<file path="config.mk">
export PLATFORM = sky130hd
export DESIGN_NAME = raster_to_lcd_bank_bytes_top
export DESIGN_NICKNAME = d
export VERILOG_FILES = /design/src/hdl/rlbb_pkg.sv /design/src/hdl/rlbb_pos.sv /design/src/hdl/rlbb_acc.sv /design/src/hdl/raster_to_lcd_bank_bytes_top.sv
export SDC_FILE = /design/constraint.sdc
export NUM_CORES = 1
export LEC_CHECK = 0
export BUFFER_PORTS_ARGS = -buffer_cell sky130_fd_sc_hd__buf_2
export CORE_MARGIN = 3
export CORE_UTILIZATION = 35
export DETAILED_ROUTE_END_ITERATION = 16
export GPL_TIMING_DRIVEN = 0
export PLACE_DENSITY = 0.57
export REMOVE_ABC_BUFFERS = 1
export SYNTH_ARGS = -nofsm -noshare
export SYNTH_HDL_FRONTEND = slang
export SYNTH_SLANG_ARGS = --single-unit
export TNS_END_PERCENT = 10
</file>
<file path="constraint.sdc">
create_clock -name clk -period 9.8 [get_ports clk]
set_input_delay 2.94 -clock clk [delete_from_list [all_inputs] [get_ports clk]]
set_output_delay 2.94 -clock clk [all_outputs]
set_load 0.02 [all_outputs]
</file>
<file path="src/hdl/rlbb_pkg.sv">
// Shared constants and types of the vertical bank byte packer.
package rlbb_pkg;

  localparam int MAX_WIDTH  = 128;
  localparam int MAX_HEIGHT = 64;

  localparam int COL_W  = 7;   // column position bits
  localparam int ROW_W  = 6;   // row position bits
  localparam int WCFG_W = 8;   // width register bits
  localparam int HCFG_W = 7;   // height register bits
  localparam int ACC_W  = 7;   // rows 0..6 of a bank

  // Configuration register indexes.
  localparam logic REG_WIDTH  = 1'b0;
  localparam logic REG_HEIGHT = 1'b1;

  // One pixel with its position resolved, passed from the tracker to the packer.
  typedef struct packed {
    logic             dot;
    logic [COL_W-1:0] col;
    logic [2:0]       row_in_bank;
    logic [2:0]       bank;
    logic             active;    // row lies inside a whole bank
    logic             last;      // last column of the last whole bank
  } item_t;

  // Finished column byte from the packer.
  typedef struct packed {
    logic             emit;
    logic [7:0]       column_byte;
    logic [COL_W-1:0] column_index;
    logic [2:0]       bank_index;
    logic             last_of_frame;
  } result_t;

endpackage

</file>
<file path="src/hdl/rlbb_pos.sv">
// Configuration registers and raster position tracker.
module rlbb_pos (
  input  logic                clk,
  input  logic                rst_n,
  input  logic                cfg_we,
  input  logic                cfg_index,
  input  logic [7:0]          cfg_wdata,
  input  logic                accept,
  input  logic [7:0]          pixel,
  input  logic                first_of_frame,
  output rlbb_pkg::item_t     item
);

  logic [rlbb_pkg::WCFG_W-1:0] width_r;
  logic [rlbb_pkg::HCFG_W-1:0] height_r;
  logic [rlbb_pkg::COL_W-1:0]  col_r, col_nxt;
  logic [rlbb_pkg::ROW_W-1:0]  row_r, row_nxt;

  logic [rlbb_pkg::WCFG_W-1:0] w_eff;
  logic [rlbb_pkg::HCFG_W-1:0] h_eff, h_wrap;
  logic [3:0]                  banks;
  logic [rlbb_pkg::COL_W-1:0]  col0, col_c;
  logic [rlbb_pkg::ROW_W-1:0]  row0;
  logic [rlbb_pkg::WCFG_W-1:0] col_inc;
  logic [rlbb_pkg::ROW_W:0]    row_inc;

  // Configuration writes; the position is kept across them.
  always_ff @(posedge clk) begin
    if (!rst_n) begin
      width_r  <= rlbb_pkg::WCFG_W'(84);
      height_r <= rlbb_pkg::HCFG_W'(48);
    end else if (cfg_we) begin
      case (cfg_index)
        rlbb_pkg::REG_WIDTH:  width_r  <= cfg_wdata;
        rlbb_pkg::REG_HEIGHT: height_r <= cfg_wdata[rlbb_pkg::HCFG_W-1:0];
        default: ;
      endcase
    end
  end

  // Effective frame size: width clamped to 1..MAX_WIDTH, height to MAX_HEIGHT.
  always_comb begin
    if (width_r == '0) begin
      w_eff = rlbb_pkg::WCFG_W'(1);
    end else if (width_r > rlbb_pkg::WCFG_W'(rlbb_pkg::MAX_WIDTH)) begin
      w_eff = rlbb_pkg::WCFG_W'(rlbb_pkg::MAX_WIDTH);
    end else begin
      w_eff = width_r;
    end
    if (height_r > rlbb_pkg::HCFG_W'(rlbb_pkg::MAX_HEIGHT)) begin
      h_eff = rlbb_pkg::HCFG_W'(rlbb_pkg::MAX_HEIGHT);
    end else begin
      h_eff = height_r;
    end
    h_wrap = (h_eff == '0) ? rlbb_pkg::HCFG_W'(1) : h_eff;
    banks  = h_eff[rlbb_pkg::HCFG_W-1:3];
  end

  // Resolve the position of this pixel and the next one.
  always_comb begin
    col0 = first_of_frame ? '0 : col_r;
    row0 = first_of_frame ? '0 : row_r;
    if ({1'b0, col0} >= w_eff) begin
      col_c = rlbb_pkg::COL_W'(w_eff - 8'd1);
    end else begin
      col_c = col0;
    end

    item.dot         = pixel[0];
    item.col         = col_c;
    item.row_in_bank = row0[2:0];
    item.bank        = row0[rlbb_pkg::ROW_W-1:3];
    item.active      = ({1'b0, row0[rlbb_pkg::ROW_W-1:3]} < banks);
    item.last        = ({1'b0, col_c} == (w_eff - 8'd1)) &&
                       ({1'b0, row0[rlbb_pkg::ROW_W-1:3]} == (banks - 4'd1));

    col_inc = {1'b0, col_c} + 8'd1;
    row_inc = {1'b0, row0} + 7'd1;
    if (col_inc >= w_eff) begin
      col_nxt = '0;
      row_nxt = (row_inc >= h_wrap) ? '0 : row_inc[rlbb_pkg::ROW_W-1:0];
    end else begin
      col_nxt = col_inc[rlbb_pkg::COL_W-1:0];
      row_nxt = row0;
    end
  end

  // Position registers advance on every accepted word.
  always_ff @(posedge clk) begin
    if (!rst_n) begin
      col_r <= '0;
      row_r <= '0;
    end else if (accept) begin
      col_r <= col_nxt;
      row_r <= row_nxt;
    end
  end

endmodule

</file>
<file path="src/hdl/rlbb_acc.sv">
// Column accumulator memory with its read-modify-write stage.
module rlbb_acc (
  input  logic              clk,
  input  logic              rst_n,
  input  logic              accept,   // new item enters the stage
  input  logic              advance,  // stage item completes this cycle
  input  rlbb_pkg::item_t   item,
  output logic              stg_valid,
  output rlbb_pkg::result_t result
);

  logic [rlbb_pkg::ACC_W-1:0] acc_mem [rlbb_pkg::MAX_WIDTH];

  logic                       stg_valid_r;
  rlbb_pkg::item_t            stg_r;
  logic [rlbb_pkg::ACC_W-1:0] rd_r;
  logic                       byp_r;
  logic [rlbb_pkg::ACC_W-1:0] byp_data_r;

  logic [rlbb_pkg::ACC_W-1:0] old_bits, new_bits;
  logic                       wr_en;

  // Stage valid flag.
  always_ff @(posedge clk) begin
    if (!rst_n) begin
      stg_valid_r <= 1'b0;
    end else if (accept) begin
      stg_valid_r <= 1'b1;
    end else if (advance) begin
      stg_valid_r <= 1'b0;
    end
  end

  // Capture the item and read its column; a write to the same column in this
  // cycle is forwarded since the memory still holds the older value.
  always_ff @(posedge clk) begin
    if (accept) begin
      stg_r      <= item;
      rd_r       <= acc_mem[item.col];
      byp_r      <= wr_en && (stg_r.col == item.col);
      byp_data_r <= new_bits;
    end
  end

  // Merge the dot into the accumulated rows.
  always_comb begin
    old_bits = byp_r ? byp_data_r : rd_r;
    if (stg_r.row_in_bank == 3'd0) begin
      new_bits = rlbb_pkg::ACC_W'(stg_r.dot);
    end else begin
      new_bits = old_bits | (rlbb_pkg::ACC_W'(stg_r.dot) << stg_r.row_in_bank);
    end
    wr_en = advance && stg_r.active && (stg_r.row_in_bank != 3'd7);
  end

  // Write back rows 0..6 of the bank.
  always_ff @(posedge clk) begin
    if (wr_en) begin
      acc_mem[stg_r.col] <= new_bits;
    end
  end

  // The eighth row completes the column byte.
  always_comb begin
    result.emit          = stg_valid_r && stg_r.active && (stg_r.row_in_bank == 3'd7);
    result.column_byte   = {stg_r.dot, old_bits};
    result.column_index  = stg_r.col;
    result.bank_index    = stg_r.bank;
    result.last_of_frame = stg_r.last;
  end

  assign stg_valid = stg_valid_r;

endmodule

</file>
<file path="src/hdl/raster_to_lcd_bank_bytes_top.sv">
// Top level of the raster to LCD vertical bank byte packer.
//
//   channel | direction | tdata (low bit up)                      | side band
//   in_     | slave     | pixel[7:0]                              | tuser: first_of_frame
//   out_    | master    | column_byte, column_index, bank_index   | tlast: last_of_frame
//   cfg_    | write     | cfg_wdata: width (8 b) or height (7 b)  | cfg_index 0/1
//
// One pixel word is accepted per clock while the stage can advance; its byte
// passes through the accumulator read stage and then the output register.
// The accumulator is a 128 x 7 single-write memory; each pixel of rows 0..6 of
// a whole bank does one read-modify-write, with same-column forwarding for
// back-to-back access. rst_n is synchronous, resets position and configuration
// and clears valid flags. A stalled output holds its word; input keeps flowing
// while the held pixel produces no byte or the output register is free.
module raster_to_lcd_bank_bytes_top (
  input  logic        clk,
  input  logic        rst_n,
  input  logic        in_tvalid,
  output logic        in_tready,
  input  logic [7:0]  in_tdata,   // [7:0] pixel
  input  logic        in_tuser,   // [0] first_of_frame
  output logic        out_tvalid,
  input  logic        out_tready,
  output logic [23:0] out_tdata,  // [7:0] column_byte, [14:8] column_index,
                                  // [17:15] bank_index, [23:18] zero
  output logic        out_tlast,  // last_of_frame
  input  logic        cfg_we,
  input  logic        cfg_index,
  input  logic [7:0]  cfg_wdata
);

  rlbb_pkg::item_t   item;
  rlbb_pkg::result_t result;
  logic              stg_valid;
  logic              advance;
  logic              accept;

  logic              out_valid_r;
  logic [7:0]        out_byte_r;
  logic [6:0]        out_col_r;
  logic [2:0]        out_bank_r;
  logic              out_last_r;

  // Stage completes when it holds an item, unless it holds a byte and the output register is full and stalled.
  assign advance   = stg_valid && (!result.emit || !out_valid_r || out_tready);
  assign in_tready = !stg_valid || advance;
  assign accept    = in_tvalid && in_tready;

  rlbb_pos u_pos (
    .clk            (clk),
    .rst_n          (rst_n),
    .cfg_we         (cfg_we),
    .cfg_index      (cfg_index),
    .cfg_wdata      (cfg_wdata),
    .accept         (accept),
    .pixel          (in_tdata),
    .first_of_frame (in_tuser),
    .item           (item)
  );

  rlbb_acc u_acc (
    .clk       (clk),
    .rst_n     (rst_n),
    .accept    (accept),
    .advance   (advance),
    .item      (item),
    .stg_valid (stg_valid),
    .result    (result)
  );

  // Output register valid flag.
  always_ff @(posedge clk) begin
    if (!rst_n) begin
      out_valid_r <= 1'b0;
    end else if (advance && result.emit) begin
      out_valid_r <= 1'b1;
    end else if (out_tready) begin
      out_valid_r <= 1'b0;
    end
  end

  // Output register payload.
  always_ff @(posedge clk) begin
    if (advance && result.emit) begin
      out_byte_r <= result.column_byte;
      out_col_r  <= result.column_index;
      out_bank_r <= result.bank_index;
      out_last_r <= result.last_of_frame;
    end
  end

  assign out_tvalid = out_valid_r;
  assign out_tdata  = {6'd0, out_bank_r, out_col_r, out_byte_r};
  assign out_tlast  = out_last_r;

endmodule

</file>
==> impl_metrics.tcl <==
set metrics [dict create \
    power.density_mw_per_mm2 198 \
    die_x_um 343 \
    dp.final_hpwl_um 67100 \
    hold_viol 0 \
    synthTopCellsByArea "edfxtp_1, nand2_1, o22ai_1, a21oi_1, o221ai_1" \
    layout_common_cells "edfxtp_1, nand2_1, a21oi_1, nor2_1, o22ai_1" \
    critPathLaunchType "input port" \
    period_share_pct 94.1 \
    synthFlopType "edfxtp_1" \
    setup_violations 0 \
    finalCriticalPeriod_ns 9.22 \
    crit_slowest_cell "a21o_4" \
    rows 122 \
    ir_drop_mv 0.135 \
    hold_buffers 0 \
    final_common_cell "edfxtp_1" \
    fin_util_pct 40.8 \
    fin_nets 2806 \
    drv_cap 0 \
    post_cts_buffers 0 \
    worstPathCellList "buf_2 -> nand2b_1 -> inv_1 -> ha_1 -> a2111o_1 -> a211oi_2 -> a21o_4 -> buf_16 -> buf_16 -> inv_6 -> buf_16 -> ha_1 -> ha_1 -> a21o_1 -> a21o_1 -> a21o_1 -> a21o_1 -> a2111oi_0 -> nor3_1 -> o21ai_1 -> o2bb2ai_1 -> and2_1" \
    drt-total-wl_um 112000 \
    vias 25309 \
    ioPinCount 50 \
    tightest_slew_ns 1.15 \
    cp.required_ns 10.38 \
    place_ws_ns -0.277 \
    htree_levels 3 \
    cts.sinks 976 \
    core_area_mm2 0.112 \
    drc_errors 0 \
    layout-drive-gt1-share_pct 10.4 \
    crit_arrival_ns 9.80 \
    start_util_pct 35.6 \
    slew_headroom_pct 23.2 \
    die-area_mm2 0.118 \
    ys_ff_latch 976 \
    postCtsResizedCells 0 \
    antenna_left 0 \
    clock_path_buffers 3 \
    layout_setup_ws_ns 0.577 \
    grt_first_pass_wirelength_um 164000 \
    clockRootBuffer "clkbuf_16" \
    drt_first_pass_iters 6 \
    synth_top_area_share_pct 71.5 \
    ys_seq_area_share_pct 73.0 \
    fmax_ghz 0.108 \
    grt_overflow_total 0 \
    via_per_inst 5.85 \
    p_total_mw 9.04 \
    critPathMaxStageDelay_ns 0.62 \
    grtUsageTotal_pct 18.7 \
    initialDrtViolationCount 2915 \
    end_kind "flop" \
    areaGrowthSynthToFinish_pct 14.6 \
    port_buffers 36 \
    multiInputGateArea_mm2 0.00979 \
    rsz0062_at_grt "no" \
    synth_edf_count 946 \
    crit_path_max_fanout 81 \
    worst_skew_pair.late_latency_ns 0.68 \
    wl_per_cell_um 26.0 \
    grt_max_degree 90 \
    crit_path_frequent_cell "a21o_1" \
    antenna_found_initial 3 \
    synth_cells 2759 \
    clkTransAtPathRegs_ns 0.06 \
    place.gp.congestion 0.796 \
    outcome "finished, final reports clean" \
    die_h_um 343 \
    drv_slew 0 \
    hold_ws_ns 0.417 \
    hp-class "flop to flop" \
    mappedNetlistArea_mm2 0.0397 \
    regArea_mm2 0.0290 \
    fillCellCount 10041 \
    synth_top_area_cell "edfxtp_1" \
    fin_setup_tns_ns 0 \
    cts_buffers 102 \
    fin_skew_ns 0.0568 \
    ys_types 76 \
    cts_tree "done" \
    grt_pass1_vias 24112 \
    crit_type "input port to flop" \
    antenna_cells 0 \
    syn_area_per_cell_um2 14.4 \
    leakagePower_nw 14.3 \
    synth-async-reset-ratio_pct 0 \
    yosys_warnings 0 \
]
critical path: cells and delay by family:
family          cells  cell delay [ns]
compound gates     10             3.30
simple gates        3             0.68
fa+ha+maj           3             1.06
buf+inv             6             1.63
sequential cells by signal (all words and copies together), names as in the netlist, 6 cells and up:
register and flops:
u_pos.width_r 8, u_acc.result 12, u_pos.row_r 6, out_col_r 7
u_pos.height_r 7, out_byte_r 8, u_acc.rd_r 7, u_pos.col_r 7
u_acc.byp_data_r 7, u_acc.acc_mem 896
final timing paths:
path,from,endpoint,slack [ns],cells after the start
setup / recovery,in_tuser,u_pos.row_r[1],0.58,22
hold / removal,u_acc.result[2],out_bank_r[1],0.42,0
setup reg to reg,u_pos.width_r[2],u_pos.row_r[1],2.25,23
hold reg to reg,u_acc.result[2],out_bank_r[1],0.42,0
synth_stat cells (7+ instances only):
| cell type | n |
|---|---|
| a211o_1 | 8 |
| a211oi_1 | 32 |
| a21boi_0 | 19 |
| a21o_1 | 19 |
| a21oi_1 | 176 |
| a221o_1 | 48 |
| a221oi_1 | 78 |
| a22o_1 | 13 |
| a22oi_1 | 46 |
| a311oi_1 | 10 |
| a31oi_1 | 59 |
| buf_1 | 15 |
| buf_2 | 91 |
| buf_4 | 20 |
| buf_6 | 9 |
| clkbuf_1 | 72 |
| dfxtp_1 | 30 |
| edfxtp_1 | 946 |
| ha_1 | 29 |
| inv_1 | 19 |
| mux2_2 | 10 |
| mux2i_1 | 11 |
| nand2_1 | 260 |
| nand2b_1 | 11 |
| nand3_1 | 45 |
| nor2_1 | 172 |
| nor2b_1 | 23 |
| nor3_1 | 89 |
| nor4_1 | 12 |
| o21ai_0 | 26 |
| o221ai_1 | 88 |
| o22ai_1 | 143 |
| o31ai_1 | 15 |
| xnor2_1 | 16 |
| xor2_1 | 7 |
area by class of cell:
type	instances	area share (%)
well taps	1488	4.09
repair buffers	94	3.35
inverters	26	0.250
clock inverters	57	1.15
multi-input cells	1554	21.5
clock buffers	132	5.92
flip-flops and latches	976	63.7
where the power goes:
part | leakage, nW | internal, mW | total [mW] | switching (mW)
clock | 1.58 | 2.15 | 3.75 | 1.60
sequential | 8.81 | 4.67 | 4.68 | 0.0151
combinational | 3.86 | 0.178 | 0.598 | 0.420
logic make-up (layout without fill, tap and decap cells):
kind of cell	Yosys count	in the layout	synth area share (%)
buf+inv	234	309	2.88
mux	24	24	0.671
xor+xnor	23	23	0.507
simple gates	643	643	7.06
other cells	1	6	0.00944
fa+ha+maj	29	29	0.913
flops	976	976	73.0
compound gates	829	829	15.0
metal layers:
metal / routed length (um) / part of all wire, % / global-route usage, %
met5: 27 / 0.024 / 0
met3: 9850 / 8.8 / 3.29
met4: 3820 / 3.4 / 6.56
met1: 47200 / 42 / 26.4
met2: 51500 / 46 / 29.1
metrics by stage:
step	cell area (um2)	cells
after floorplan	38700	2556
after global placement	40800	4080
after detailed placement	42300	4138
after CTS	45500	4327
after global routing	45500	4327
final	45500	4327
No activity file was read; power rests on OpenSTA's default activity.
